$ cat src/hdl/mts_pkg.sv
// Shared constants and types for the minimum-tracking stack.
package mts_pkg;

	localparam int DEFAULT_STACK_DEPTH = 256;
	localparam int DEFAULT_VALUE_WIDTH = 32;

	localparam logic MODE_PUSH = 1'b0;
	localparam logic MODE_POP  = 1'b1;

	localparam logic [1:0] ST_OK    = 2'd0;
	localparam logic [1:0] ST_UNDER = 2'd1;
	localparam logic [1:0] ST_OVER  = 2'd2;

	typedef struct packed {
		logic push;
		logic pop;
	} mts_shift_t;

endpackage

$ cat src/hdl/mts_cell.sv
// One stack cell holding an entry value and the running minimum at that depth.
module mts_cell import mts_pkg::*; #(
	parameter int VALUE_WIDTH = DEFAULT_VALUE_WIDTH
) (
	input  logic                   clk,
	input  mts_shift_t             shift,
	input  logic [VALUE_WIDTH-1:0] above_val,
	input  logic [VALUE_WIDTH-1:0] above_min,
	input  logic [VALUE_WIDTH-1:0] below_val,
	input  logic [VALUE_WIDTH-1:0] below_min,
	output logic [VALUE_WIDTH-1:0] val,
	output logic [VALUE_WIDTH-1:0] min
);

	logic [VALUE_WIDTH-1:0] val_q;
	logic [VALUE_WIDTH-1:0] min_q;

	always_ff @(posedge clk) begin
		if (shift.push) begin
			val_q <= above_val;
			min_q <= above_min;
		end else if (shift.pop) begin
			val_q <= below_val;
			min_q <= below_min;
		end
	end

	assign val = val_q;
	assign min = min_q;

endmodule

$ cat config.mk
export PLATFORM = sky130hd
export DESIGN_NAME = mts_cell
export DESIGN_NICKNAME = d
export VERILOG_FILES = /design/src/hdl/mts_pkg.sv /design/src/hdl/mts_cell.sv
export SDC_FILE = /design/constraint.sdc
export NUM_CORES = 1
export LEC_CHECK = 0
export ABC_AREA = 1
export BUFFER_PORTS_ARGS = -buffer_cell sky130_fd_sc_hd__buf_2
export CAP_MARGIN = 20
export CORE_MARGIN = 1
export CORE_UTILIZATION = 41
export DETAILED_ROUTE_END_ITERATION = 12
export PLACE_DENSITY = 0.8
export SYNTH_ARGS = -nofsm -noshare
export SYNTH_HDL_FRONTEND = slang
export SYNTH_SLANG_ARGS = --single-unit
export TNS_END_PERCENT = 100
$ cat constraint.sdc
create_clock -name clk -period 2 [get_ports clk]
set_input_delay 0.1 -clock clk [delete_from_list [all_inputs] [get_ports clk]]
set_output_delay 0.1 -clock clk [all_outputs]
set_load 0.05 [all_outputs]
==> insert_results.sql <==
INSERT INTO impl_metrics (metric_group, metric, value, unit) VALUES
('status', 'status', 'finished, violations left', ''),
('status', 'failed_checks', 'design-rule violations', ''),
('power_and_ir_drop', 'peakVddDrop', '527.3', 'uV'),
('routing', 'avgRoutedWirePerCell', '11.51', 'um'),
('setup_path', 'critical_path.startpoint_type', 'flop', ''),
('layout', 'post_layout_nonfiller_instances', '549', ''),
('power_and_ir_drop', 'power_per_cell_area', '926.2', 'nW/um^2'),
('timing', 'final_max_slew_viol_count', '0', ''),
('die', 'floorplan.core_area', '6422', 'um^2'),
('routing', 'drtPass1Iterations', '8', ''),
('logic_synthesis', 'synthDominantCellAreaShare', '0.6975', ''),
('placement', 'place.detailed.hpwl', '4728', 'um'),
('setup_path', 'timing_worst_setup_path_type', 'reg -> out', ''),
('setup_path', 'critical_path_required', '1.90', 'ns'),
('setup_path', 'crit_chain', 'buf_2', ''),
('clock_network', 'clk_root_buffer_cell', 'clkbuf_8', ''),
('min_path', 'worst_hold_path.num_cells', '3', ''),
('routing', 'drt-total-wl', '6318', 'um'),
('clock_network', 'cts.htree.levels', '3', ''),
('layout', 'final_layout_size_suffix_gt1_frac', '0.4470', ''),
('timing', 'timing.final.hold_violations', '0', ''),
('layout', 'insertedDiodeCount', '0', ''),
('timing', 'final_layout_setup_total_negative_slack', '0', 'ns'),
('timing', 'slew_headroom', '0.4828', ''),
('timing', 'worst_slew_pin_slew', '0.7758', 'ns'),
('routing', 'remaining_number_of_nets_flagged_by_the_antenna_check_after_routing', '0', ''),
('power_and_ir_drop', 'power.leakage', '2.113', 'nW'),
('timing', 'rsz0062_at_grt', 'no', ''),
('grt', 'grt_first_pass_wirelength', '10450', 'um'),
('grt', 'number_of_antenna_violations_at_the_first_check_in_global_routing', '0', ''),
('routing', 'detail_route.iter0.violations', '121', ''),
('setup_path', 'crit_path_max_incr_delay', '0.38', 'ns'),
('die', 'chipWidth', '83.98', 'um'),
('timing', 'hold-worst-slack', '0.02573', 'ns'),
('logic_synthesis', 'post_synth_num_cell_types', '6', ''),
('die', 'overall_die_area', '7052', 'um^2'),
('grt', 'number_of_global_route_vias_before_repair', '2410', ''),
('layout', 'multi_input_area', '726.9', 'um^2'),
('placement', 'gpl.final_weighted_congestion', '0.7710', ''),
('logic_synthesis', 'post_syn_area', '2755', 'um^2'),
('layout', 'layout_area_growth_over_synthesis', '43.01', '%'),
('logic_synthesis', 'post-synth-top-area-cell', 'edfxtp_1', ''),
('layout', 'layout.filler_cells', '538', ''),
('min_path', 'hp-start', 'below_min[2]', ''),
('die', 'fp-row-count', '29', ''),
('die', 'floorplan.initialDensity', '0.4290', ''),
('layout', 'final_core_utilization', '0.6135', ''),
('clock_network', 'cts_repair_resize_count', '0', ''),
('grt', 'grt_max_degree', '65', ''),
('routing', 'drcViolationCount', '26', ''),
('grt', 'overflow', '0', ''),
('logic_synthesis', 'synth_nets', '402', ''),
('grt', 'grt_util_all_layers', '0.1932', ''),
('clock_network', 'tritoncts_clock_tree', 'built', ''),
('clock_network', 'cts_hold_repair.buffers', '0', ''),
('clock_network', 'clock_sinks', '64', ''),
('logic_synthesis', 'postSynthAreaPerCell', '10.17', 'um^2'),
('logic_synthesis', 'synth.yosys.seq_area_share', '0.6975', ''),
('min_path', 'timing.hold.worst.class', 'in -> reg', ''),
('placement', 'dp.cells', '533', ''),
('setup_path', 'cpLargestDelayFamily', 'flip-flops', ''),
('timing', 'fin_crit_sh', '0.5160', ''),
('setup_path', 'setup.worst_path.end_class', 'output pin', ''),
('clock_network', 'number_of_setup_buffers_added_after_cts', '0', ''),
('die', 'boundaryPins', '195', ''),
('setup_path', 'critPathMaxFanout', '1', ''),
('placement', 'buffer_ports.inserted', '194', ''),
('setup_path', 'slowest_stage', 'edfxtp_1', ''),
('setup_path', 'path_buf_inv', '1', ''),
('min_path', 'worst_hold_path.endpoint', 'min[2]$_DFFE_PP_', ''),
('logic_synthesis', 'ys_seq_elements', '64', '');
==> routing by layer <==
metal / GRT usage / part of all wire / wire [um] / vias to the layer above
met5: 0 / 0 / 0 / -
met4: 0.1082 / 0.030 / 187 / 0
met3: 0.06133 / 0.097 / 610 / 16
met2: 0.3338 / 0.50 / 3178 / 132
met1: 0.2090 / 0.37 / 2341 / 1019
li1: - / - / - / 1263
==> power by group <==
part	internal (W)	switching, W	total (W)
combinational	0.000236	0.000726	0.000962
clock	0.000557	0.000451	0.00101
sequential	0.00165	0.0000320	0.00168
==> synth_stat cells <==
cell type  number
buf_6           6
buf_2           7
nand2_1       192
inv_2           1
or2_2           1
edfxtp_1       64
==> sequential cells by signal, indices dropped and copies added (netlist names) <==
register / cells
min: 32
val: 32
==> placed cells by master (no fill, tap or decap) <==
cell / synthesis / routed
buf_2: 7 / 194
edfxtp_1: 64 / 64
inv_2: 1 / 1
clkbuf_8: 0 / 9
clkinv_2: 0 / 1
bufinv_16: 0 / 1
or2_2: 1 / 1
buf_12: 0 / 1
clkinv_1: 0 / 4
nand2_1: 192 / 192
clkbuf_1: 0 / 1
buf_4: 0 / 3
==> cell families (layout without fill, tap and decap cells) <==
kind of cell           after synthesis  count (layout)  share of synthesized area
and+or+nand+nor                    193             193                     0.2639
buffers and inverters               14             215                    0.03860
DFF                                 64              64                     0.6975
==> through the flow <==
step                      worst slack [ns]  total power (W)
after global placement              0.6763         0.002662
after detailed placement            0.6194         0.002680
after floorplan                     0.5392         0.002393
after CTS                           0.9525         0.003694
after global routing                0.9054         0.003812
final                               0.9681         0.003649
==> area by class of cell <==
| cell class | count | area share |
|---|---|---|
| clock buffer | 10 | 0.03239 |
| clock inverter | 6 | 0.01270 |
| inverter | 1 | 0.0009527 |
| multi-input combinational | 193 | 0.1845 |
| sequential | 64 | 0.4878 |
| tap | 77 | 0.02445 |
| timing repair buffer | 198 | 0.2572 |
==> worst max path at each step <==
| stage | cells after the start | to | slack (ns) | startpoint |
|---|---|---|---|---|
| 2_1_floorplan | 2 | min[0]$_DFFE_PP_ | 0.54 | shift[1] |
| 3_3_place_gp | 3 | val[29]$_DFFE_PP_ | 0.68 | shift[1] |
| 3_5_place_dp | 3 | val[3]$_DFFE_PP_ | 0.62 | shift[1] |
| 4_1_cts | 1 | val[21] | 0.95 | val[21]$_DFFE_PP_ |
| 5_1_grt | 3 | val[13]$_DFFE_PP_ | 0.91 | shift[1] |
| 6_report | 1 | val[21] | 0.97 | val[21]$_DFFE_PP_ |
No activity file was read; power rests on OpenSTA's default activity.
